[src/rtl/vcs_pkg.sv]
// ----------------------------------------------------------------------------
// Victim cache swap package
// Shared widths, register indexes and controller/datapath interface types.
// ----------------------------------------------------------------------------
`timescale 1ns / 1ps

package vcs_pkg;

  localparam int ADDR_W   = 32;
  localparam int OFFSET_W = 4;
  localparam int WAYS_W   = 5;
  localparam int DATA_W   = 32;
  localparam int PADDR_W  = 3;

  // register index, taken from paddr[2]
  localparam logic REG_OFFSET_BITS = 1'b0;
  localparam logic REG_WAYS_IN_USE = 1'b1;

  localparam logic [OFFSET_W-1:0] OFFSET_RESET = 4'd5;
  localparam logic [WAYS_W-1:0]   WAYS_RESET   = 5'd16;

  typedef struct packed {
    logic [OFFSET_W-1:0] offset_bits;
    logic [WAYS_W-1:0]   ways_in_use;
  } vcs_cfg_t;

  typedef struct packed {
    logic load;    // capture request tags
    logic look;    // register lookup results
    logic commit;  // update entries, drive result
  } vcs_cmd_t;

endpackage

[src/rtl/vcs_ctrl.sv]
// ----------------------------------------------------------------------------
// Victim cache swap controller
// Three-state sequencer: idle, lookup, commit.
// ----------------------------------------------------------------------------
`timescale 1ns / 1ps

module vcs_ctrl
  import vcs_pkg::*;
(
  input  logic     clk,
  input  logic     rst_n,
  input  logic     start,
  output logic     busy,
  output vcs_cmd_t cmd,
  output logic     out_valid
);

  localparam logic [1:0] ST_IDLE   = 2'd0;
  localparam logic [1:0] ST_LOOK   = 2'd1;
  localparam logic [1:0] ST_COMMIT = 2'd2;

  logic [1:0] state_r, state_nxt;
  logic       accept;
  logic       out_valid_r;

  // a new request may enter during commit
  assign accept = start && (state_r != ST_LOOK);
  assign busy   = (state_r == ST_LOOK);

  always_comb begin
    case (state_r)
      ST_IDLE, ST_COMMIT: begin
        state_nxt = accept ? ST_LOOK : ST_IDLE;
      end
      ST_LOOK: begin
        state_nxt = ST_COMMIT;
      end
      default: begin
        state_nxt = ST_IDLE;
      end
    endcase
  end

  always_ff @(posedge clk) begin
    if (!rst_n) begin
      state_r     <= ST_IDLE;
      out_valid_r <= 1'b0;
    end else begin
      state_r     <= state_nxt;
      out_valid_r <= (state_r == ST_COMMIT);
    end
  end

  assign cmd.load   = accept;
  assign cmd.look   = (state_r == ST_LOOK);
  assign cmd.commit = (state_r == ST_COMMIT);
  assign out_valid  = out_valid_r;

endmodule

[src/rtl/vcs_datapath.sv]
// ----------------------------------------------------------------------------
// Victim cache swap datapath
// Entry array, tag match, free-slot search, LRU rank tree and rank update.
// ----------------------------------------------------------------------------
`timescale 1ns / 1ps

module vcs_datapath
  import vcs_pkg::*;
#(
  parameter int MAX_WAYS = 16
) (
  input  logic              clk,
  input  logic              rst_n,
  input  vcs_cmd_t          cmd,
  input  vcs_cfg_t          cfg,
  input  logic [ADDR_W-1:0] in_block_address,
  input  logic [ADDR_W-1:0] in_victim_address,
  input  logic              in_victim_dirty,
  output logic              out_swap_hit,
  output logic              out_hit_dirty,
  output logic              out_writeback_valid,
  output logic [ADDR_W-1:0] out_writeback_address
);

  localparam int IDX_W  = (MAX_WAYS > 1) ? $clog2(MAX_WAYS) : 1;
  localparam int RANK_W = $clog2(MAX_WAYS + 1);
  localparam int LEAVES = 2 ** IDX_W;
  localparam int NODES  = 2 * LEAVES - 1;

  // request
  logic [ADDR_W-1:0] req_tag_r, vic_tag_r;
  logic              victim_dirty_r;

  // entries
  logic [MAX_WAYS-1:0] valid_r, dirty_r;
  logic [ADDR_W-1:0]   tag_r   [MAX_WAYS];
  logic [RANK_W-1:0]   rank_r  [MAX_WAYS];
  logic [RANK_W-1:0]   rank_nxt[MAX_WAYS];

  logic [MAX_WAYS-1:0] in_use, match, empty;
  logic                hit_found, free_found;
  logic [IDX_W-1:0]    hit_idx, free_idx, lru_idx, slot;

  logic [RANK_W-1:0]   node_rank[NODES];
  logic [IDX_W-1:0]    node_idx [NODES];

  // lookup results
  logic                hit_r, hit_dirty_r, wb_valid_r;
  logic [IDX_W-1:0]    slot_r;
  logic [RANK_W-1:0]   old_rank_r;
  logic [ADDR_W-1:0]   wb_addr_r;

  // result
  logic                res_hit_r, res_dirty_r, res_wb_r;
  logic [ADDR_W-1:0]   res_addr_r;

  for (genvar g = 0; g < MAX_WAYS; g++) begin : g_way
    // a count of zero still uses way 0
    assign in_use[g] = (g == 0) || (32'(g) < 32'(cfg.ways_in_use));
    assign match[g]  = in_use[g] && valid_r[g] && (tag_r[g] == req_tag_r);
    assign empty[g]  = in_use[g] && !valid_r[g];
  end

  always_comb begin
    hit_found  = 1'b0;
    hit_idx    = '0;
    free_found = 1'b0;
    free_idx   = '0;
    for (int i = MAX_WAYS - 1; i >= 0; i--) begin
      if (match[i]) begin
        hit_found = 1'b1;
        hit_idx   = IDX_W'(i);
      end
      if (empty[i]) begin
        free_found = 1'b1;
        free_idx   = IDX_W'(i);
      end
    end
  end

  // max-rank tree; ties go left, so the lowest index wins
  for (genvar g = 0; g < LEAVES; g++) begin : g_leaf
    if (g < MAX_WAYS) begin : g_real
      assign node_rank[LEAVES-1+g] = in_use[g] ? rank_r[g] : '0;
    end else begin : g_pad
      assign node_rank[LEAVES-1+g] = '0;
    end
    assign node_idx[LEAVES-1+g] = IDX_W'(g);
  end

  for (genvar k = 0; k < LEAVES - 1; k++) begin : g_node
    logic pick_right;
    assign pick_right   = node_rank[2*k+2] > node_rank[2*k+1];
    assign node_rank[k] = pick_right ? node_rank[2*k+2] : node_rank[2*k+1];
    assign node_idx[k]  = pick_right ? node_idx[2*k+2]  : node_idx[2*k+1];
  end

  assign lru_idx = node_idx[0];
  assign slot    = hit_found ? hit_idx : (free_found ? free_idx : lru_idx);

  always_ff @(posedge clk) begin
    if (cmd.load) begin
      req_tag_r      <= in_block_address >> cfg.offset_bits;
      vic_tag_r      <= in_victim_address >> cfg.offset_bits;
      victim_dirty_r <= in_victim_dirty;
    end
    if (cmd.look) begin
      hit_r       <= hit_found;
      hit_dirty_r <= hit_found && dirty_r[hit_idx];
      slot_r      <= slot;
      old_rank_r  <= rank_r[slot];
      wb_valid_r  <= !hit_found && !free_found && dirty_r[lru_idx];
      wb_addr_r   <= (!hit_found && !free_found && dirty_r[lru_idx]) ?
                     (tag_r[lru_idx] << cfg.offset_bits) : '0;
    end
    if (cmd.commit) begin
      res_hit_r  <= hit_r;
      res_dirty_r <= hit_dirty_r;
      res_wb_r   <= wb_valid_r;
      res_addr_r <= wb_addr_r;
    end
  end

  // rank counting: a fresh entry ages every ranked one by one, a re-used one only the more recent ones
  always_comb begin
    for (int j = 0; j < MAX_WAYS; j++) begin
      rank_nxt[j] = rank_r[j];
      if (IDX_W'(j) == slot_r) begin
        rank_nxt[j] = RANK_W'(1);
      end else if (in_use[j] && (rank_r[j] != '0) &&
                   ((old_rank_r == '0) || (rank_r[j] < old_rank_r)) &&
                   (rank_r[j] < RANK_W'(MAX_WAYS))) begin
        rank_nxt[j] = rank_r[j] + RANK_W'(1);
      end
    end
  end

  always_ff @(posedge clk) begin
    if (!rst_n) begin
      valid_r <= '0;
      dirty_r <= '0;
      for (int j = 0; j < MAX_WAYS; j++) begin
        rank_r[j] <= '0;
      end
    end else if (cmd.commit) begin
      valid_r[slot_r] <= 1'b1;
      dirty_r[slot_r] <= victim_dirty_r;
      for (int j = 0; j < MAX_WAYS; j++) begin
        rank_r[j] <= rank_nxt[j];
      end
    end
  end

  always_ff @(posedge clk) begin
    if (cmd.commit) begin
      tag_r[slot_r] <= vic_tag_r;
    end
  end

  assign out_swap_hit          = res_hit_r;
  assign out_hit_dirty         = res_dirty_r;
  assign out_writeback_valid   = res_wb_r;
  assign out_writeback_address = res_addr_r;

endmodule

[src/rtl/victim_cache_swap.sv]
// ----------------------------------------------------------------------------
// Victim cache swap
// Fully associative victim cache with LRU rank counting; one request per
// main-cache miss, one result per request.
// ----------------------------------------------------------------------------
//
//  Channel   Handshake               Payload
//  --------  ----------------------  ------------------------------------------
//  request   start / busy            in_block_address, in_victim_address,
//                                    in_victim_dirty
//  result    out_valid (1-cycle)     out_swap_hit, out_hit_dirty,
//                                    out_writeback_valid, out_writeback_address
//  config    APB psel/penable/pready offset_bits @0x0, ways_in_use @0x4
//
//  A transaction is accepted on start && !busy. It passes through a lookup
//  state (tag compare, free-slot search, LRU rank tree) and a commit state
//  (entry write, rank update). busy is high only in the lookup state, so a
//  new request can be taken during the commit of the previous one. The result
//  strobe is registered from the commit state and lasts one cycle; the receiver cannot
//  stall it. Synchronous reset clears valid, dirty and rank state at once,
//  tags are left as they are.
//
`timescale 1ns / 1ps

module victim_cache_swap
  import vcs_pkg::*;
#(
  parameter int MAX_WAYS = 16
) (
  input  logic               clk,
  input  logic               rst_n,
  // request
  input  logic               start,
  output logic               busy,
  input  logic [ADDR_W-1:0]  in_block_address,
  input  logic [ADDR_W-1:0]  in_victim_address,
  input  logic               in_victim_dirty,
  // result
  output logic               out_valid,
  output logic               out_swap_hit,
  output logic               out_hit_dirty,
  output logic               out_writeback_valid,
  output logic [ADDR_W-1:0]  out_writeback_address,
  // configuration
  input  logic               psel,
  input  logic               penable,
  input  logic               pwrite,
  input  logic [PADDR_W-1:0] paddr,
  input  logic [DATA_W-1:0]  pwdata,
  output logic [DATA_W-1:0]  prdata,
  output logic               pready
);

  logic [OFFSET_W-1:0] offset_bits_r;
  logic [WAYS_W-1:0]   ways_in_use_r;
  logic                cfg_write;
  vcs_cfg_t            cfg;
  vcs_cmd_t            cmd;

  // Register file: no wait states. Only paddr[2] selects the register,
  // the low address bits are ignored.
  assign pready    = 1'b1;
  assign cfg_write = psel && penable && pwrite && pready;

  always_ff @(posedge clk) begin
    if (!rst_n) begin
      offset_bits_r <= OFFSET_RESET;
      ways_in_use_r <= WAYS_RESET;
    end else if (cfg_write) begin
      case (paddr[2])
        REG_OFFSET_BITS: offset_bits_r <= pwdata[OFFSET_W-1:0];
        REG_WAYS_IN_USE: ways_in_use_r <= pwdata[WAYS_W-1:0];
        default: begin
        end
      endcase
    end
  end

  always_comb begin
    case (paddr[2])
      REG_OFFSET_BITS: prdata = DATA_W'(offset_bits_r);
      REG_WAYS_IN_USE: prdata = DATA_W'(ways_in_use_r);
      default:         prdata = '0;
    endcase
  end

  assign cfg.offset_bits = offset_bits_r;
  assign cfg.ways_in_use = ways_in_use_r;

  // sequencer
  vcs_ctrl u_ctrl (
    .clk       (clk),
    .rst_n     (rst_n),
    .start     (start),
    .busy      (busy),
    .cmd       (cmd),
    .out_valid (out_valid)
  );

  // entries, lookup and LRU
  vcs_datapath #(
    .MAX_WAYS (MAX_WAYS)
  ) u_dp (
    .clk                   (clk),
    .rst_n                 (rst_n),
    .cmd                   (cmd),
    .cfg                   (cfg),
    .in_block_address      (in_block_address),
    .in_victim_address     (in_victim_address),
    .in_victim_dirty       (in_victim_dirty),
    .out_swap_hit          (out_swap_hit),
    .out_hit_dirty         (out_hit_dirty),
    .out_writeback_valid   (out_writeback_valid),
    .out_writeback_address (out_writeback_address)
  );

endmodule

[config.mk]
export PLATFORM = sky130hd
export DESIGN_NAME = victim_cache_swap
export DESIGN_NICKNAME = d
export VERILOG_FILES = /design/src/rtl/vcs_pkg.sv /design/src/rtl/vcs_ctrl.sv /design/src/rtl/vcs_datapath.sv /design/src/rtl/victim_cache_swap.sv
export SDC_FILE = /design/constraint.sdc
export NUM_CORES = 2
export LEC_CHECK = 0
export BUFFER_PORTS_ARGS = -buffer_cell sky130_fd_sc_hd__buf_2
export CAP_MARGIN = 25
export CORE_AREA = 2 2 394 279
export DETAILED_ROUTE_END_ITERATION = 16
export DIE_AREA = 0 0 396 281
export RECOVER_POWER = 100
export SLEW_MARGIN = 20
export SYNTH_ARGS = -nofsm -noshare
export SYNTH_HDL_FRONTEND = slang
export SYNTH_SLANG_ARGS = --single-unit
[constraint.sdc]
create_clock -name clk -period 11.1 [get_ports clk]
set_clock_uncertainty 0.15 [all_clocks]
set_input_delay 1.665 -clock clk [delete_from_list [all_inputs] [get_ports clk]]
set_output_delay 1.665 -clock clk [all_outputs]
set_load 0.01 [all_outputs]
# Yosys cells after proc, flatten, opt, wreduce, memory -nomap -nowiden
# Memories as Yosys holds them, arrays and structs flattened. A register that Yosys moved wholly into a read port is not among the register bits.
# Index checks and enable logic that the tools add are counted.
[op_classes]
add_sub_neg = 16
magnitude_cmp = 66
eq_ne = 34
shifts = 3
muxes = 173
n_bitwise = 18
n_reduce_logical = 155
[ops]
columns = ["cell", "n"]
rows = [
  ["$eq A32 B32 Y1", 16],
  ["$mux W5", 77],
  ["$mux W4", 35],
  ["$logic_and A1 B1 Y1", 100],
  ["$add A5 B1 Y5 const B", 16],
  ["$lt A5 B5 Y1", 16],
  ["$lt A5 B5 Y1 const B", 16],
  ["$reduce_bool A5 Y1", 16],
  ["$gt A5 B5 Y1", 15],
  ["$pmux W32 S2", 1],
  ["$shr A32 B4 Y32", 2],
  ["$mux W1", 49],
  ["$lt A4 B5 Y1 const A", 8],
  ["$eq A4 B4 Y1 const A", 8],
  ["$shl A32 B4 Y32", 1],
  ["$lt A3 B5 Y1 const A", 4],
  ["$logic_not A1 Y1", 17],
  ["$bwmux W16", 1],
  ["$eq A3 B4 Y1 const A", 4],
  ["$logic_or A1 B1 Y1", 16],
  ["$or A1 B1 Y1", 16],
  ["$or A16 B16 Y16", 1],
  ["$lt A4 B5 Y1 const B", 3],
  ["$lt A2 B5 Y1 const A", 2],
  ["other kinds (18)", 25],
]
[totals]
regBits = 183
mem_bits_rw = 592
input_bits = 106
output_inout_bits = 70
mem_count = 2
[mem_list]
columns = ["name", "depth", "width", "rd", "rd_ports_with_merged_regs", "write_ports", "line_no", "rtl"]
rows = [
  ["u_dp.tag_r", 16, 32, 17, 0, 1, "vcs_datapath.sv:36", "logic [ADDR_W-1:0] tag_r [MAX_WAYS];"],
  ["u_dp.rank_r", 16, 5, 17, 1, 16, "vcs_datapath.sv:37", "logic [RANK_W-1:0] rank_r [MAX_WAYS];"],
]

# Logic depth before layout (Yosys ltp)
[depth]
ltp_word = 22
mapped_depth = 49
mapped_depth_nobuf = 38

# Hierarchy
# A second synthesis with hierarchy kept.
[unflattened]
cells_unflattened = 4502
area_unflattened_um2 = 48931.9
[by_module_without_submodules]
columns = ["module", "instances", "cells_per_inst", "area_per_inst_um2"]
rows = [
  ["vcs_datapath", 1, 4415, 48133.7],
  ["victim_cache_swap", 1, 76, 673.1],
  ["vcs_ctrl", 1, 11, 125.1],
]

# Worst setup path before layout
# No wires, ideal clock.
[synth_timing]
kind = "flip-flop to flip-flop"
start = "register ways_in_use_r[2]"
end = "register u_dp.wb_addr_r[31], data pin"
t_arrival_ns = 8.741
slack_ns = 1.953
path_stages_with_launch = 45
path_buffers = 10
cell_sequence = "dfxtp_1 -> clkbuf_1 -> clkbuf_1 -> or2_2 -> a21o_1 -> nand2_1 -> inv_1 -> ha_1 -> and3_1 -> a31oi_1 -> o31a_1 -> buf_1 -> nor2_1 -> a21o_1 -> inv_1 -> ha_1 -> and3_1 -> a31oi_1 -> [9 not listed] -> ha_1 -> nor2b_1 -> o211ai_1 -> a31o_2 -> clkbuf_1 -> nor2_1 -> a222oi_1 -> nand2_1 -> buf_2 -> buf_2 -> buf_2 -> buf_2 -> o311ai_0 -> a211oi_1 -> o22ai_1 -> o22ai_1 -> a211o_1 -> a22o_1"
[synth_via]
elab_chain_cells = 22
[synth_lines]
columns = ["element", "line_no", "rtl"]
rows = [
  ["start: declaration", "victim_cache_swap.sv:55", "logic [WAYS_W-1:0] ways_in_use_r;"],
  ["start signal: assignment", "victim_cache_swap.sv:72", "REG_WAYS_IN_USE: ways_in_use_r <= pwdata[WAYS_W-1:0];"],
  ["parallel branches: the longest is 22 deep, another holds $mem_v2 Z16 W32", "--", ""],
  ["end signal: assignment", "vcs_datapath.sv:113", "wb_addr_r <= (!hit_found && !free_found && dirty_r[lru_idx]) ?"],
  ["end: declaration", "vcs_datapath.sv:51", "logic [ADDR_W-1:0] wb_addr_r;"],
]
# Parallel ways; which one is timed is not known. The select of a mux whose other input is x is not followed.
# A chain may end at the register's enable or synchronous reset.

# Final worst setup path
[layout_timing]
start = "register ways_in_use_r[2]"
end = "register u_dp.wb_addr_r[30], data pin"
# The elaborated chain is that of the path after synthesis.

==> report_table.html <==
<table>
<tr><th>Metric</th><th>Value</th></tr>
<tr><th colspan="2">Outcome</th></tr>
<tr><td>Outcome</td><td>finished with violations</td></tr>
<tr><td>Violations in the final reports</td><td>max-capacitance violations, max-slew violations</td></tr>
<tr><th colspan="2">Yosys</th></tr>
<tr><td>Synthesized flop and latch total</td><td>780</td></tr>
<tr><td>Unique cell type count in the Yosys netlist</td><td>87</td></tr>
<tr><td>Mean instance size in the synthesized netlist</td><td>10.81 um^2</td></tr>
<tr><td>Post-synth EDFFs</td><td>736</td></tr>
<tr><td>Top cells by area, synth</td><td>sky130_fd_sc_hd__edfxtp_1 (46%), sky130_fd_sc_hd__xor2_1 (5.3%), sky130_fd_sc_hd__xnor2_1 (4.9%)</td></tr>
<tr><td>Sequential fraction of the synthesis area</td><td>47.91%</td></tr>
<tr><td>Proportion of netlist area held by the largest area contributor</td><td>46.07%</td></tr>
<tr><td>Cell Area, Synth</td><td>0.04797 mm^2</td></tr>
<tr><td>Commonest cells post-synth</td><td>sky130_fd_sc_hd__edfxtp_1 (736), sky130_fd_sc_hd__nand2_1 (415), sky130_fd_sc_hd__nor2_1 (307)</td></tr>
<tr><td>Leading register cell type out of synthesis</td><td>sky130_fd_sc_hd__edfxtp_1</td></tr>
<tr><td>Cell with the most instances after synthesis</td><td>sky130_fd_sc_hd__edfxtp_1</td></tr>
<tr><td>Yosys top cell by area</td><td>sky130_fd_sc_hd__edfxtp_1</td></tr>
<tr><td>Ys Warns</td><td>0</td></tr>
<tr><td>Count of mapped cells out of synthesis</td><td>4436</td></tr>
<tr><td>Async set-or-reset flop fraction in the synthesized netlist</td><td>0%</td></tr>
<tr><th colspan="2">Finish</th></tr>
<tr><td>FF/Latch Area</td><td>0.02299 mm^2</td></tr>
<tr><td>Total Nets Final</td><td>4900</td></tr>
<tr><td>Final cell count without fillers</td><td>6133</td></tr>
<tr><td>Fillcell total</td><td>9809</td></tr>
<tr><td>Synth-to-layout area growth</td><td>12.66%</td></tr>
<tr><td>Layout cell share with drive strength beyond 1</td><td>11.58%</td></tr>
<tr><td>Area of the multi-input gates</td><td>0.02377 mm^2</td></tr>
<tr><th colspan="2">Floorplan</th></tr>
<tr><td>Core area</td><td>0.1075 mm^2</td></tr>
<tr><td>Vert. Die Dim</td><td>281 um</td></tr>
<tr><td>Boundary pin count</td><td>176</td></tr>
<tr><td>Starting Density</td><td>44.61%</td></tr>
<tr><td>Number of cell rows</td><td>101</td></tr>
<tr><td>Die area</td><td>0.1113 mm^2</td></tr>
<tr><td>Horizontal die dimension</td><td>396 um</td></tr>
<tr><th colspan="2">Setup path</th></tr>
<tr><td>CP most frequent cell</td><td>sky130_fd_sc_hd__buf_4</td></tr>
<tr><td>Category of the worst setup path capture point</td><td>flip-flop</td></tr>
<tr><td>Critical Path AT</td><td>11.00 ns</td></tr>
<tr><td>Cell at the slowest stage of the critical path</td><td>sky130_fd_sc_hd__o32ai_1</td></tr>
<tr><td>Largest stage delay on the critical path</td><td>0.61 ns</td></tr>
<tr><td>Reg-to-reg endpoint</td><td>u_dp.wb_addr_r[30]</td></tr>
<tr><td>Data required time at the worst endpoint</td><td>11.40 ns</td></tr>
<tr><td>Reg2Reg Depth</td><td>40</td></tr>
<tr><td>Setup slack of the most critical reg-to-reg path</td><td>0.40 ns</td></tr>
<tr><td>Worst Path Class, Setup</td><td>flip-flop to flip-flop</td></tr>
<tr><td>Startpoint type of the worst setup path</td><td>flip-flop</td></tr>
<tr><td>Crit-path max FO</td><td>22</td></tr>
<tr><td>Worst r2r src</td><td>ways_in_use_r[2]</td></tr>
<tr><th colspan="2">Clocking</th></tr>
<tr><td>Maximum root-to-sink buffer count</td><td>3</td></tr>
<tr><td>Root buffer selected by CTS</td><td>sky130_fd_sc_hd__clkbuf_16</td></tr>
<tr><td>Clk Latency, worst-skew pair</td><td>0.72 ns</td></tr>
<tr><td>Total CTS buffers</td><td>84</td></tr>
<tr><td>H-Tree Level Count</td><td>3</td></tr>
<tr><td>CTS tree</td><td>done</td></tr>
<tr><td>Sink Count</td><td>780</td></tr>
<tr><td>Post-CTS clock slew at the launch and capture registers of the worst setup and hold paths</td><td>0.08 ns</td></tr>
<tr><th colspan="2">Hold path</th></tr>
<tr><td>Startpoint of the lowest-slack hold path</td><td>u_dp.wb_addr_r[18]</td></tr>
<tr><td>Worst Hold Path Cells</td><td>0</td></tr>
<tr><td>Min-Delay Path Class</td><td>flip-flop to flip-flop</td></tr>
<tr><td>Hold worst-path end</td><td>u_dp.out_writeback_address[18]</td></tr>
<tr><th colspan="2">Global route</th></tr>
<tr><td>Global-route wire length before repair</td><td>290500 um</td></tr>
<tr><td>Gr usage total</td><td>37.43%</td></tr>
<tr><td>Met3 layer usage reported by global route</td><td>17.29%</td></tr>
<tr><td>Remaining global-route overflow</td><td>0</td></tr>
<tr><td>Vias in the first global route</td><td>36430</td></tr>
<tr><td>Met2 demand-to-capacity share in global routing</td><td>48.01%</td></tr>
<tr><td>Layer with the highest usage</td><td>met1</td></tr>
<tr><td>GR met1 Demand/Resource</td><td>54.43%</td></tr>
<tr><td>Number of antenna violations at the first check in global routing</td><td>9</td></tr>
<tr><td>Maximum number of pins on one net before global-route repair</td><td>81</td></tr>
<tr><th colspan="2">Route</th></tr>
<tr><td>Routed wirelength normalized by instance count</td><td>34.81 um</td></tr>
<tr><td>Final routed DRC violation total</td><td>0</td></tr>
<tr><td>Count of nets left with antenna violations after detail routing</td><td>0</td></tr>
<tr><td>Detailed Route WL</td><td>213500 um</td></tr>
<tr><td>Initial drt markers</td><td>6784</td></tr>
<tr><td>Number of detailed-route iterations in the first pass</td><td>6</td></tr>
<tr><td>Vias/cell</td><td>6.582</td></tr>
<tr><td>Number of vias after detailed routing</td><td>40370</td></tr>
<tr><th colspan="2">STA</th></tr>
<tr><td>Final count of pins violating max slew</td><td>1066</td></tr>
<tr><td>Hold Fails Final Rpt</td><td>0</td></tr>
<tr><td>Final period utilization</td><td>96.42%</td></tr>
<tr><td>Maximum clock frequency</td><td>93.44 MHz</td></tr>
<tr><td>Final number of setup-violating endpoints</td><td>0</td></tr>
<tr><td>Minimum clock period</td><td>10.70 ns</td></tr>
<tr><td>RSZ-0062 raised after global routing</td><td>no</td></tr>
<tr><td>Remaining max-slew budget at the tightest pin</td><td>-165.7%</td></tr>
<tr><td>Total Negative Setup Slacks</td><td>0 ns</td></tr>
<tr><td>Actual slew at the worst max-slew pin</td><td>3.986 ns</td></tr>
<tr><th colspan="2">Placement</th></tr>
<tr><td>Final GP Congestion</td><td>1.068</td></tr>
<tr><td>IO Port Bufs</td><td>118</td></tr>
<tr><td>Post-Place Cells</td><td>5971</td></tr>
<tr><td>HPWL after detailed placement</td><td>159000 um</td></tr>
<tr><th colspan="2">Job</th></tr>
<tr><td>Number of max-capacitance violations reported</td><td>36</td></tr>
</table>
==> cell usage in the layout, fill, tap and decap left out, types with 80 or more instances in the layout <==
cell / n
sky130_fd_sc_hd__nand2_1: 414
sky130_fd_sc_hd__xor2_1: 288
sky130_fd_sc_hd__o21ai_0: 135
sky130_fd_sc_hd__buf_4: 169
sky130_fd_sc_hd__inv_1: 80
sky130_fd_sc_hd__clkbuf_16: 87
sky130_fd_sc_hd__ha_1: 171
sky130_fd_sc_hd__a211oi_1: 122
sky130_fd_sc_hd__nor4_1: 116
sky130_fd_sc_hd__nand3_1: 104
sky130_fd_sc_hd__a21oi_1: 153
sky130_fd_sc_hd__and3_1: 134
sky130_fd_sc_hd__mux2i_1: 222
sky130_fd_sc_hd__xnor2_1: 270
sky130_fd_sc_hd__nand4_1: 123
sky130_fd_sc_hd__clkbuf_1: 105
sky130_fd_sc_hd__nor2_1: 292
sky130_fd_sc_hd__edfxtp_1: 736
==> kinds of logic (layout without fill, tap and decap cells) <==
| family | Yosys count | in the layout | share of synthesized area, % |
|---|---|---|---|
| compound gates | 773 | 773 | 10.60 |
| xor+xnor | 558 | 558 | 10.19 |
| fa+ha+maj | 171 | 171 | 4.460 |
| buf+inv | 364 | 589 | 3.440 |
| flops | 780 | 780 | 47.91 |
| mux | 311 | 311 | 7.879 |
| other cells | 2 | 31 | 0.01565 |
| simple gates | 1477 | 1478 | 15.51 |
==> state kept, by name, indices dropped and copies added, names as in the netlist <==
name / count
u_ctrl.out_valid: 1
u_dp.dirty_r: 16
u_dp.rank_r: 80
u_dp.out_writeback_address: 32
u_ctrl.state_r: 2
u_dp.wb_valid_r: 1
u_dp.hit_dirty_r: 1
u_dp.tag_r: 512
u_dp.out_swap_hit: 1
u_dp.wb_addr_r: 32
u_dp.valid_r: 16
u_dp.out_hit_dirty: 1
u_dp.req_tag_r: 32
u_dp.old_rank_r: 5
u_dp.out_writeback_valid: 1
offset_bits_r: 4
ways_in_use_r: 5
u_dp.vic_tag_r: 32
u_dp.slot_r: 4
u_dp.victim_dirty_r: 1
u_dp.hit_r: 1
==> critical path: cells and delay by family (launching register included) <==
kind            cells  cell delay (ns)
flops               1             0.55
simple gates        8             1.71
mux                 2             0.42
compound gates     18             4.61
buf+inv             8             1.78
fa+ha+maj           4             1.16
==> per-layer routing <==
layer  part of all wire (%)  vias up
met5                  0.047        -
met4                    4.1       10
met3                     17      467
met2                     38     2963
met1                     42    19890
li1                       -    17040
==> stage by stage <==
step / hold slack (ns) / cell area, um^2 / setup slack [ns] / util, %
3_3_place_gp: 0.2534 / 51190 / 0.4803 / 47.60
3_5_place_dp: 0.2545 / 51370 / 0.4897 / 47.77
6_report: 0.2683 / 54050 / 0.3979 / 50.26
2_1_floorplan: 0.2452 / 48070 / 1.953 / -
4_1_cts: 0.2690 / 54340 / 0.4388 / 50.53
5_1_grt: 0.2762 / 54040 / 0.004486 / 50.25
==> worst max path at each step <==
stage | start | end | slack [ns] | cells after the start
finish | ways_in_use_r[2] | u_dp.wb_addr_r[30] | 0.40 | 40
global route | ways_in_use_r[2] | u_dp.wb_addr_r[26] | 0.004 | 39
CTS | ways_in_use_r[2] | u_dp.wb_addr_r[25] | 0.44 | 38
detailed placement | ways_in_use_r[2] | u_dp.wb_addr_r[25] | 0.49 | 38
global placement | ways_in_use_r[4] | u_dp.wb_addr_r[16] | 0.48 | 38
floorplan | ways_in_use_r[2] | u_dp.wb_addr_r[31] | 1.95 | 44
==> cell type report <==
class,count,area share (%)
antenna,3,0.01389
sequential,780,42.54
timing repair buffer,354,4.049
multi-input combinational,3319,43.98
tap,1442,3.338
inverter,84,0.5834
clock inverter,47,1.255
clock buffer,104,4.239
==> what timing repair did <==
action	in CTS	in global routing
setup endpoints to repair	0	25
hold buffers	0	0
buffers inserted	0	0
resized for setup	0	12
Power is not shown: default switching activity piles up to over one toggle a cycle in this logic, so the estimate is an artifact.
